==> config.mk <==
export PLATFORM = sky130hd
export DESIGN_NAME = mt19937_seed_first_draw_test_top
export DESIGN_NICKNAME = d
export VERILOG_FILES = /design/src/sv/mtsd_pkg.sv /design/src/sv/mtsd_cell.sv /design/src/sv/mtsd_out.sv /design/src/sv/mt19937_seed_first_draw_test_top.sv
export SDC_FILE = /design/constraint.sdc
export NUM_CORES = 2
export LEC_CHECK = 0
export BUFFER_PORTS_ARGS = -buffer_cell sky130_fd_sc_hd__buf_2
export CORE_AREA = 2 2 459 279
export DETAILED_ROUTE_END_ITERATION = 8
export DIE_AREA = 0 0 461 281
export GPL_TIMING_DRIVEN = 0
export PLACE_DENSITY = 0.86
export SYNTH_ARGS = -nofsm -noshare
export SYNTH_HDL_FRONTEND = slang
export SYNTH_HIERARCHICAL = 1
export SYNTH_SLANG_ARGS = --single-unit
==> constraint.sdc <==
create_clock -name aclk -period 10.86 [get_ports aclk]
set_input_delay 1.629 -clock aclk [delete_from_list [all_inputs] [get_ports aclk]]
set_output_delay 1.629 -clock aclk [all_outputs]
set_load 0.005 [all_outputs]
==> src/sv/mtsd_pkg.sv <==
// ----------------------------------------------------------------------------
// mtsd_pkg
// Shared types and constants for the seed and first-draw block.
// ----------------------------------------------------------------------------
package mtsd_pkg;

    localparam int WORD_W = 32;
    localparam int STEP_W = 9;

    // Step codes carried by an item as it travels the ring of cells.
    localparam logic [STEP_W-1:0] STEP_SEED = 9'd0;
    localparam logic [STEP_W-1:0] STEP_FIRST = 9'd1;
    localparam logic [STEP_W-1:0] STEP_DONE = 9'd398;

    localparam logic [WORD_W-1:0] SEED_MUL = 32'h1F1F_1F1F;
    localparam logic [WORD_W-1:0] INIT_MUL = 32'd1812433253;
    localparam logic [WORD_W-1:0] TWIST_MASK = 32'h9908_B0DF;
    localparam logic [WORD_W-1:0] UPPER_BIT = 32'h8000_0000;
    localparam logic [WORD_W-1:0] LOWER_BITS = 32'h7FFF_FFFF;
    localparam logic [WORD_W-1:0] TEMPER_B = 32'h9D2C_5680;
    localparam logic [WORD_W-1:0] TEMPER_C = 32'hEFC6_0000;

    // One item in flight: step count, running word, and the words kept for the twist.
    typedef struct packed {
        logic              valid;
        logic [STEP_W-1:0] step;
        logic [WORD_W-1:0] cur;
        logic [WORD_W-1:0] w0;
        logic [WORD_W-1:0] w1;
    } mtsd_slot_t;

endpackage

==> src/sv/mtsd_cell.sv <==
// ----------------------------------------------------------------------------
// mtsd_cell
// One cell of the ring: applies one seeding step to the item it receives and
// holds the result for its neighbor.
// ----------------------------------------------------------------------------
module mtsd_cell
    import mtsd_pkg::*;
(
    input  logic       aclk,
    input  logic       aresetn,
    input  logic       advance,
    input  mtsd_slot_t slot_in,
    output mtsd_slot_t slot_out
);

    logic              valid_reg;
    logic [STEP_W-1:0] step_reg, step_next;
    logic [WORD_W-1:0] cur_reg, cur_next;
    logic [WORD_W-1:0] w0_reg, w0_next;
    logic [WORD_W-1:0] w1_reg, w1_next;

    logic [WORD_W-1:0]   mul_a;
    logic [WORD_W-1:0]   mul_b;
    logic [2*WORD_W-1:0] full_prod;
    logic [WORD_W-1:0]   prod;
    logic [WORD_W-1:0]   init_word;

    always_comb begin
        if (slot_in.step == STEP_SEED) begin
            mul_a = slot_in.cur;
            mul_b = SEED_MUL;
        end else begin
            mul_a = slot_in.cur ^ (slot_in.cur >> 30);
            mul_b = INIT_MUL;
        end
        full_prod = {{WORD_W{1'b0}}, mul_a} * {{WORD_W{1'b0}}, mul_b};
        prod = full_prod[WORD_W-1:0];
        init_word = prod + {{(WORD_W-STEP_W){1'b0}}, slot_in.step};

        step_next = slot_in.step;
        cur_next = slot_in.cur;
        w0_next = slot_in.w0;
        w1_next = slot_in.w1;
        if (slot_in.step == STEP_SEED) begin
            // On entry cur holds coord_x and w0 holds coord_z.
            cur_next = prod ^ slot_in.w0;
            w0_next = prod ^ slot_in.w0;
            step_next = STEP_FIRST;
        end else if (slot_in.step != STEP_DONE) begin
            cur_next = init_word;
            if (slot_in.step == STEP_FIRST) begin
                w1_next = init_word;
            end
            step_next = slot_in.step + 9'd1;
        end
    end

    always_ff @(posedge aclk) begin
        if (!aresetn) begin
            valid_reg <= 1'b0;
        end else if (advance) begin
            valid_reg <= slot_in.valid;
        end
    end

    always_ff @(posedge aclk) begin
        if (advance) begin
            step_reg <= step_next;
            cur_reg <= cur_next;
            w0_reg <= w0_next;
            w1_reg <= w1_next;
        end
    end

    assign slot_out = '{valid: valid_reg, step: step_reg, cur: cur_reg,
                        w0: w0_reg, w1: w1_reg};

endmodule

==> src/sv/mtsd_out.sv <==
// ----------------------------------------------------------------------------
// mtsd_out
// Output stage: twists and tempers a finished item, tests it modulo 10, and
// holds the result until it is taken.
// ----------------------------------------------------------------------------
module mtsd_out
    import mtsd_pkg::*;
(
    input  logic              aclk,
    input  logic              aresetn,
    input  logic              load,
    input  mtsd_slot_t        slot_in,
    output logic              full,
    output logic              m_valid,
    input  logic              m_ready,
    output logic              m_hit_flag,
    output logic [WORD_W-1:0] m_first_draw
);

    logic              valid_reg, valid_next;
    logic              hit_reg;
    logic [WORD_W-1:0] draw_reg;

    logic [WORD_W-1:0] mixed;
    logic [WORD_W-1:0] twisted;
    logic [WORD_W-1:0] t1, t2, t3, draw;
    logic [6:0]        nib_sum;
    logic [4:0]        fold;
    logic [4:0]        r1, r2, r3;
    logic              hit;

    always_comb begin
        mixed = (slot_in.w0 & UPPER_BIT) | (slot_in.w1 & LOWER_BITS);
        twisted = slot_in.cur ^ (mixed >> 1) ^ (mixed[0] ? TWIST_MASK : '0);
        t1 = twisted ^ (twisted >> 11);
        t2 = t1 ^ ((t1 << 7) & TEMPER_B);
        t3 = t2 ^ ((t2 << 15) & TEMPER_C);
        draw = t3 ^ (t3 >> 18);

        // 16 is 1 modulo 5, so the nibble sum keeps the residue modulo 5.
        nib_sum = 7'(draw[3:0]) + 7'(draw[7:4]) + 7'(draw[11:8]) + 7'(draw[15:12])
                + 7'(draw[19:16]) + 7'(draw[23:20]) + 7'(draw[27:24])
                + 7'(draw[31:28]);
        fold = 5'(nib_sum[3:0]) + 5'(nib_sum[6:4]);
        r1 = (fold >= 5'd20) ? fold - 5'd20 : fold;
        r2 = (r1 >= 5'd10) ? r1 - 5'd10 : r1;
        r3 = (r2 >= 5'd5) ? r2 - 5'd5 : r2;
        hit = !draw[0] && (r3 == 5'd0);
    end

    always_comb begin
        valid_next = valid_reg;
        if (load) begin
            valid_next = 1'b1;
        end else if (m_ready) begin
            valid_next = 1'b0;
        end
    end

    always_ff @(posedge aclk) begin
        if (!aresetn) begin
            valid_reg <= 1'b0;
        end else begin
            valid_reg <= valid_next;
        end
    end

    always_ff @(posedge aclk) begin
        if (load) begin
            hit_reg <= hit;
            draw_reg <= draw;
        end
    end

    assign full = valid_reg && !m_ready;
    assign m_valid = valid_reg;
    assign m_hit_flag = hit_reg;
    assign m_first_draw = draw_reg;

endmodule

==> src/sv/mt19937_seed_first_draw_test_top.sv <==
// ----------------------------------------------------------------------------
// mt19937_seed_first_draw_test_top
// Seeds a Mersenne Twister from a grid coordinate pair and reports its first
// output word and whether that word is a multiple of 10.
// ----------------------------------------------------------------------------
// Each item takes 398 dependent steps (the seed multiply and 397 steps of the
// seeding recurrence), one step per cycle unless a finished item waits at the
// seam on a full output, in a ring of NCELL identical cells, each with one
// 32-bit multiplier. An item enters at the seam in front of the first cell,
// circles the ring until it has all its steps, leaves at the seam and is
// tempered into the output register. Up to NCELL items are in flight at once,
// so with NCELL above 1 the ring takes new items before earlier ones finish.
// A new item is taken only when the seam slot is empty or its item leaves.
module mt19937_seed_first_draw_test_top
    import mtsd_pkg::*;
#(
    parameter int NCELL = 4
) (
    input  logic                     aclk,
    input  logic                     aresetn,
    input  logic                     s_valid,
    output logic                     s_ready,
    input  logic signed [WORD_W-1:0] s_coord_x,
    input  logic signed [WORD_W-1:0] s_coord_z,
    output logic                     m_valid,
    input  logic                     m_ready,
    output logic                     m_hit_flag,
    output logic [WORD_W-1:0]        m_first_draw
);

    mtsd_slot_t cell_in [NCELL];
    mtsd_slot_t cell_q  [NCELL];
    mtsd_slot_t last;
    mtsd_slot_t seam_slot;

    logic last_done;
    logic out_full;
    logic stall;
    logic retire;

    assign last = cell_q[NCELL-1];
    assign last_done = last.valid && (last.step == STEP_DONE);
    assign stall = last_done && out_full;
    assign retire = last_done && !stall;
    assign s_ready = !stall && (!last.valid || last_done);

    always_comb begin
        if (last.valid && !last_done) begin
            seam_slot = last;
        end else begin
            seam_slot = '{valid: s_valid && s_ready, step: STEP_SEED,
                          cur: s_coord_x, w0: s_coord_z, w1: '0};
        end
    end

    genvar i;
    generate
        for (i = 0; i < NCELL; i++) begin : g_cell
            if (i == 0) begin : g_head
                assign cell_in[i] = seam_slot;
            end else begin : g_body
                assign cell_in[i] = cell_q[i-1];
            end
            mtsd_cell u_cell (
                .aclk     (aclk),
                .aresetn  (aresetn),
                .advance  (!stall),
                .slot_in  (cell_in[i]),
                .slot_out (cell_q[i])
            );
        end
    endgenerate

    mtsd_out u_out (
        .aclk         (aclk),
        .aresetn      (aresetn),
        .load         (retire),
        .slot_in      (last),
        .full         (out_full),
        .m_valid      (m_valid),
        .m_ready      (m_ready),
        .m_hit_flag   (m_hit_flag),
        .m_first_draw (m_first_draw)
    );

    // A finished item that leaves the ring is shown on the output next cycle.
    a_retire_shown: assert property (@(posedge aclk) disable iff (!aresetn)
        retire |=> m_valid)
        else $error("finished item not presented on the output");

    // An item still working at the seam must never be overwritten by a new one.
    a_no_overwrite: assert property (@(posedge aclk) disable iff (!aresetn)
        (last.valid && !last_done) |-> !s_ready)
        else $error("input accepted while the seam slot is busy");

    // A stalled ring keeps the finished item at the seam.
    a_stall_holds: assert property (@(posedge aclk) disable iff (!aresetn)
        stall |=> last_done)
        else $error("finished item lost during an output stall");

    // Every step code in the first cell lies within the seeding range.
    a_step_range: assert property (@(posedge aclk) disable iff (!aresetn)
        cell_q[0].valid |-> (cell_q[0].step <= STEP_DONE))
        else $error("step count out of range");

endmodule

# ---- Word-level counts from Yosys, hierarchy flattened
# Cells that the tools add are included.
dict set report word_totals {
  reg_bits 458
  inputBits 68
}
dict set report classes {
  n_addsub 19
  n_mul 4
  order_cmp 3
  eq_ne 9
  n_mux 43
  bitwise 15
  reduce_logical 20
}
# operator n
set op_table {}
lappend op_table {{32-bit two-way mux} 29}
lappend op_table {{32-bit bitwise XOR} 7}
lappend op_table {{32-bit by 9-bit adder with 32-bit output} 4}
lappend op_table {{32-bit by 31-bit multiplier with 32-bit output} 4}
lappend op_table {{32-bit by 2-bit bitwise XOR with 32-bit output} 4}
lappend op_table {{31-bit two-way mux} 4}
lappend op_table {{106-bit two-way mux} 1}
lappend op_table {{7-bit by 4-bit adder with 7-bit output} 6}
lappend op_table {{9-bit by 1-bit adder with 9-bit output (second input constant)} 4}
lappend op_table {{9-bit by 1-bit equality test with 1-bit output (second input constant)} 4}
lappend op_table {{9-bit logical NOT} 4}
lappend op_table {{9-bit two-way mux} 4}
lappend op_table {{9-bit != test (second input constant)} 4}
lappend op_table {{32-bit by 31-bit bitwise OR with 32-bit output} 1}
lappend op_table {{32-bit by 14-bit bitwise XOR with 32-bit output} 1}
lappend op_table {{32-bit by 21-bit bitwise XOR with 32-bit output} 1}
lappend op_table {{32-bit by 31-bit bitwise XOR with 32-bit output} 1}
lappend op_table {{5-bit two-way mux} 3}
lappend op_table {{9-bit equality test (second input constant)} 1}
lappend op_table {{1-bit logical AND} 8}
lappend op_table {{4-bit by 3-bit adder with 5-bit output} 1}
lappend op_table {{4-bit by 4-bit adder with 5-bit output} 1}
lappend op_table {{5-bit by 3-bit greater-or-equal comparator with 1-bit output (second input constant)} 1}
lappend op_table {{5-bit by 4-bit greater-or-equal comparator with 1-bit output (second input constant)} 1}
lappend op_table {{other kinds (9)} 14}

# ---- Longest topological paths before layout
dict set report depth {
  ltp_word 23
  mapped_depth 39
}

# ---- Cells and area by module
# The synthesis kept the hierarchy.
# mod n_inst cells_per_inst area_each_um2
set modules_own_cells {}
lappend modules_own_cells {{mtsd_cell at g_cell[1].u_cell ...} 2 1712 17367.9}
lappend modules_own_cells {{mtsd_cell at g_cell[0].u_cell} 1 1824 17930.9}
lappend modules_own_cells {{mtsd_cell at g_cell[3].u_cell} 1 1679 17551.8}
lappend modules_own_cells {mtsd_out 1 247 3054.2}
lappend modules_own_cells {mt19937_seed_first_draw_test_top 1 127 1381.3}

# ---- Worst setup path before layout
# No wires, ideal clock.
dict set report synth_timing {
  path_kind {reg-to-reg}
  start {register g_cell[3].u_cell.step_reg[0]}
  end {register g_cell[0].u_cell.cur_reg[31] (data pin)}
  arrival_time_ns 10.204
  required_time_ns 10.592
  setup_slack_ns 0.388
  stages_incl_launch_ff 37
  period_less_slack_ns 10.472
  path_cell_list {edfxtp_1 -> or3b_4 -> o31a_1 -> clkbuf_1 -> and2_1 -> nor4_1 -> and3_1 -> clkbuf_1 -> clkbuf_1 -> buf_1 -> nand2_1 -> fa_1 -> inv_1 -> fa_1 -> fa_1 -> inv_1 -> fa_1 -> inv_1 -> fa_1 -> inv_1 -> fa_1 -> inv_1 -> fa_1 -> inv_1 -> fa_1 -> inv_1 -> ha_1 -> buf_2 -> nand2_1 -> o21ai_1 -> mux2_2 -> nor4_2 -> or4b_1 -> and4bb_1 -> nor4b_4 -> mux2i_1 -> o211ai_1}
}
# element line
set synth_rtl {}
lappend synth_rtl {{start: declaration} mtsd_cell.sv:17} ;# logic [STEP_W-1:0] step_reg, step_next;
lappend synth_rtl {{start signal: assignment} mtsd_cell.sv:68} ;# step_reg <= step_next;
lappend synth_rtl {{end signal: assignment} mtsd_cell.sv:69} ;# cur_reg <= cur_next;
lappend synth_rtl {{end: declaration} mtsd_cell.sv:18} ;# logic [WORD_W-1:0] cur_reg, cur_next;

# ---- Final worst setup path
dict set report layout_timing {
  start {register g_cell[2].u_cell.cur_reg[2]}
  end {register g_cell[3].u_cell.cur_reg[20] (data pin)}
}
dict set report layout_via {
  elab_chain_len 6
  elab_cells_between_ends 7
}
# element line
set layout_lines {}
lappend layout_lines {{start: declaration} mtsd_cell.sv:18}
lappend layout_lines {{start signal: assignment} mtsd_cell.sv:69}
lappend layout_lines {{32-bit by 2-bit bitwise XOR with 32-bit output} mtsd_cell.sv:33} ;# mul_a = slot_in.cur ^ (slot_in.cur >> 30);
lappend layout_lines {{32-bit two-way mux *} mtsd_cell.sv:29} ;# if (slot_in.step == STEP_SEED) begin
lappend layout_lines {{32-bit by 31-bit multiplier with 32-bit output *} mtsd_cell.sv:36} ;# full_prod = {{WORD_W{1'b0}}, mul_a} * {{WORD_W{1'b0}}, mul_b};
lappend layout_lines {{32-bit by 9-bit adder with 32-bit output} mtsd_cell.sv:38} ;# init_word = prod + {{(WORD_W-STEP_W){1'b0}}, slot_in.step};
lappend layout_lines {{32-bit two-way mux} mtsd_cell.sv:49} ;# end else if (slot_in.step != STEP_DONE) begin
lappend layout_lines {{32-bit two-way mux *} mtsd_cell.sv:44} ;# if (slot_in.step == STEP_SEED) begin
lappend layout_lines {{net g_cell[3].u_cell.cur_next[20]} mtsd_cell.sv:18}
lappend layout_lines {{end signal: assignment} mtsd_cell.sv:69}
lappend layout_lines {{end: declaration} mtsd_cell.sv:18}
# The timed path passes the listed nets; every way through them passes the cells marked *.
# A chain may end at the register's enable or synchronous reset.

==> results.cfg <==
[outcome]
outcome = complete, but fails checks
failed_checks = max-capacitance violations, max-slew violations, negative setup slack

[route]
drt_iter0_markers = 8536
wl_met1_um = 124000
avgViaCountPerCell = 6.18
top_layer = met5
drt_first_pass_iters = 6
wl_met2_um = 102000
wl_per_cell_um = 32.2
route.met3.wl_um = 64000
drc_errors = 0
drt_wl_total_um = 297000
via_count = 57100
final_antenna_net_count = 0

[grt]
grt_pass1_vias = 55500
grt_usage = 0.462
grt_antenna_before_repair = 15
grt_max_degree = 73
grt_pass1_wl_um = 412000
grt.overflow.total = 0

[critical_path]
cp-start-kind = flop
cp.arrival_ns = 11.24
critPathMostFrequentCell = ha_1
cp_max_fo = 10
crit_path_cell_trace = inv_1 -> nor2_1 -> xnor2_1 -> ha_1 -> nor2_1 -> fa_1 -> inv_1 -> ha_1 -> ha_1 -> ha_1 -> fa_1 -> ha_1 -> xnor2_1 -> ha_1 -> nor4_1 -> o21ai_0 -> a31oi_1 -> nor4b_2 -> nor4b_1 -> nand2_1 -> xnor2_1 -> nor2_1 -> o22ai_1
cp-end-kind = flop
crit_type = flop to flop
critPathRequiredTime_ns = 11.14
crit_slowest_cell = nor2_1
max_stage_delay_ns = 1.19
path_delay_family = simple AND/OR/NAND/NOR gates
cp_num_buf_inv = 2

[placed_design]
dpl_worst_slack_ns = -2.78
io_buffers = 102
hpwlAfterDp_um = 254000
place.gp.congestion = 1.11

[timing]
setup_violations = 3
timing.hold.ws_ns = 0.530
final-max-slew-violation-count = 12
setup_tns_ns = -0.205
setup_slack_ns = -0.107
fmax_mhz = 91.2
rsz0062_at_grt = yes
tightest_slew_ns = 1.79
min_period_over_period = 1.01
fin_worst_skew_ns = 0.0456
relSlewSlack = -0.208
hold_viol = 0
fin_crit_ns = 10.97

[clock_tree]
worstSkewPairLatency_ns = 0.61
clock_sinks = 454
cts-root-buf = clkbuf_16
htree_levels = 2
clk_pin_slew_ns = 0.09
numCtsBuffers = 38
tritoncts = built
clockBufferDepth = 3

[die]
die_x_um = 461
design.core.area_mm2 = 0.125
placementRows = 101
die_area_mm2 = 0.130
die_h_um = 281
ios = 103
initial_core_util = 0.594

[finish]
drive_gt1_frac = 0.0906
seq_area_mm2 = 0.0136
fin_nets = 9460
area_delta_synth_final_pct = 7.75
multi_input_area_mm2 = 0.0548
fill_cells = 10300

[flow_run]
drv_cap = 5

[logic_synthesis]
netlist_area_mm2 = 0.0745
synth_nets = 9256
yosysWarnings = 6
syn_avg_cell_area_um2 = 10.2
syn_inst = 7281

[hold_path]
hold_class = flop to flop
==> metrics by stage <==
stage | std cells | util | instance area, µm²
after CTS | 9167 | 0.631 | 79100
after global routing | 9220 | 0.640 | 80200
after global placement | 9082 | 0.615 | 77100
after detailed placement | 9091 | 0.617 | 77300
final | 9228 | 0.640 | 80200
after floorplan | 7281 | - | 74500
==> metal layers <==
layer,GRT usage,vias up
li1,-,23400
met1,0.683,28600
met2,0.531,4596
met3,0.329,425
met4,0.0765,28
met5,0.0413,-
==> worst min-delay path, delay by kind of cell (launching register included) <==
| family | cells | cell delay [ns] |
|---|---|---|
| flip-flops | 1 | 0.33 |
| multiplexers | 1 | 0.07 |
| AND/OR/NAND/NOR | 1 | 0.10 |
==> final cells by class <==
| type | count | share of cell area |
|---|---|---|
| inverter | 1671 | 0.0783 |
| tap | 1699 | 0.0265 |
| buffer | 152 | 0.0111 |
| antenna | 14 | 0.000437 |
| clock inverter | 22 | 0.00340 |
| sequential | 454 | 0.169 |
| multi-input combinational | 4996 | 0.683 |
| timing repair buffer | 172 | 0.0154 |
| clock buffer | 48 | 0.0127 |
==> worst paths after layout <==
| check | from | endpoint | slack, ns | cells after the start |
|---|---|---|---|---|
| setup / recovery | g_cell[2].u_cell/cur_reg[2]$_DFFE_PP_ | g_cell[3].u_cell/cur_reg[20]$_DFFE_PP_ | -0.11 | 23 |
| hold / removal | g_cell[2].u_cell/valid_reg$_SDFFE_PN0P_ | g_cell[2].u_cell/valid_reg$_SDFFE_PN0P_ | 0.53 | 2 |
| setup reg to reg | g_cell[2].u_cell/cur_reg[2]$_DFFE_PP_ | g_cell[3].u_cell/cur_reg[20]$_DFFE_PP_ | -0.11 | 23 |
| hold reg to reg | g_cell[2].u_cell/valid_reg$_SDFFE_PN0P_ | g_cell[2].u_cell/valid_reg$_SDFFE_PN0P_ | 0.53 | 2 |
==> cell usage in the layout (no fill, tap or decap), types with 13 or more instances in the layout <==
cell type	n
inv_1	1650
fa_1	1201
ha_1	686
nand2_1	538
xnor2_1	513
edfxtp_1	449
nor2_1	318
xor2_1	227
o21ai_0	198
a21oi_1	177
buf_2	111
clkbuf_1	96
and2_1	85
a21o_1	68
buf_4	65
mux2_4	49
nand3_1	49
mux2_2	48
and3_1	45
nor3_1	44
a211oi_1	41
clkbuf_16	40
xnor2_2	36
o211ai_1	36
nand4_1	35
a31oi_1	33
nand2b_1	32
mux2i_1	29
o21ai_1	27
o21a_1	26
nor2b_1	26
or2_2	22
inv_2	18
clkbuf_2	18
buf_12	17
o22ai_1	15
fa_2	15
diode_2	14
o31ai_1	14
nand4b_1	13
==> what timing repair did <==
action,4_1_cts,5_1_grt
endpoints found under the setup margin,125,84
pin swaps,17,51
cloned,0,2
hold buffers,0,0
buffers inserted,12,47
resized for setup,132,163
Power is not shown: default switching activity piles up to over one toggle a cycle in this logic, so the estimate is an artifact.
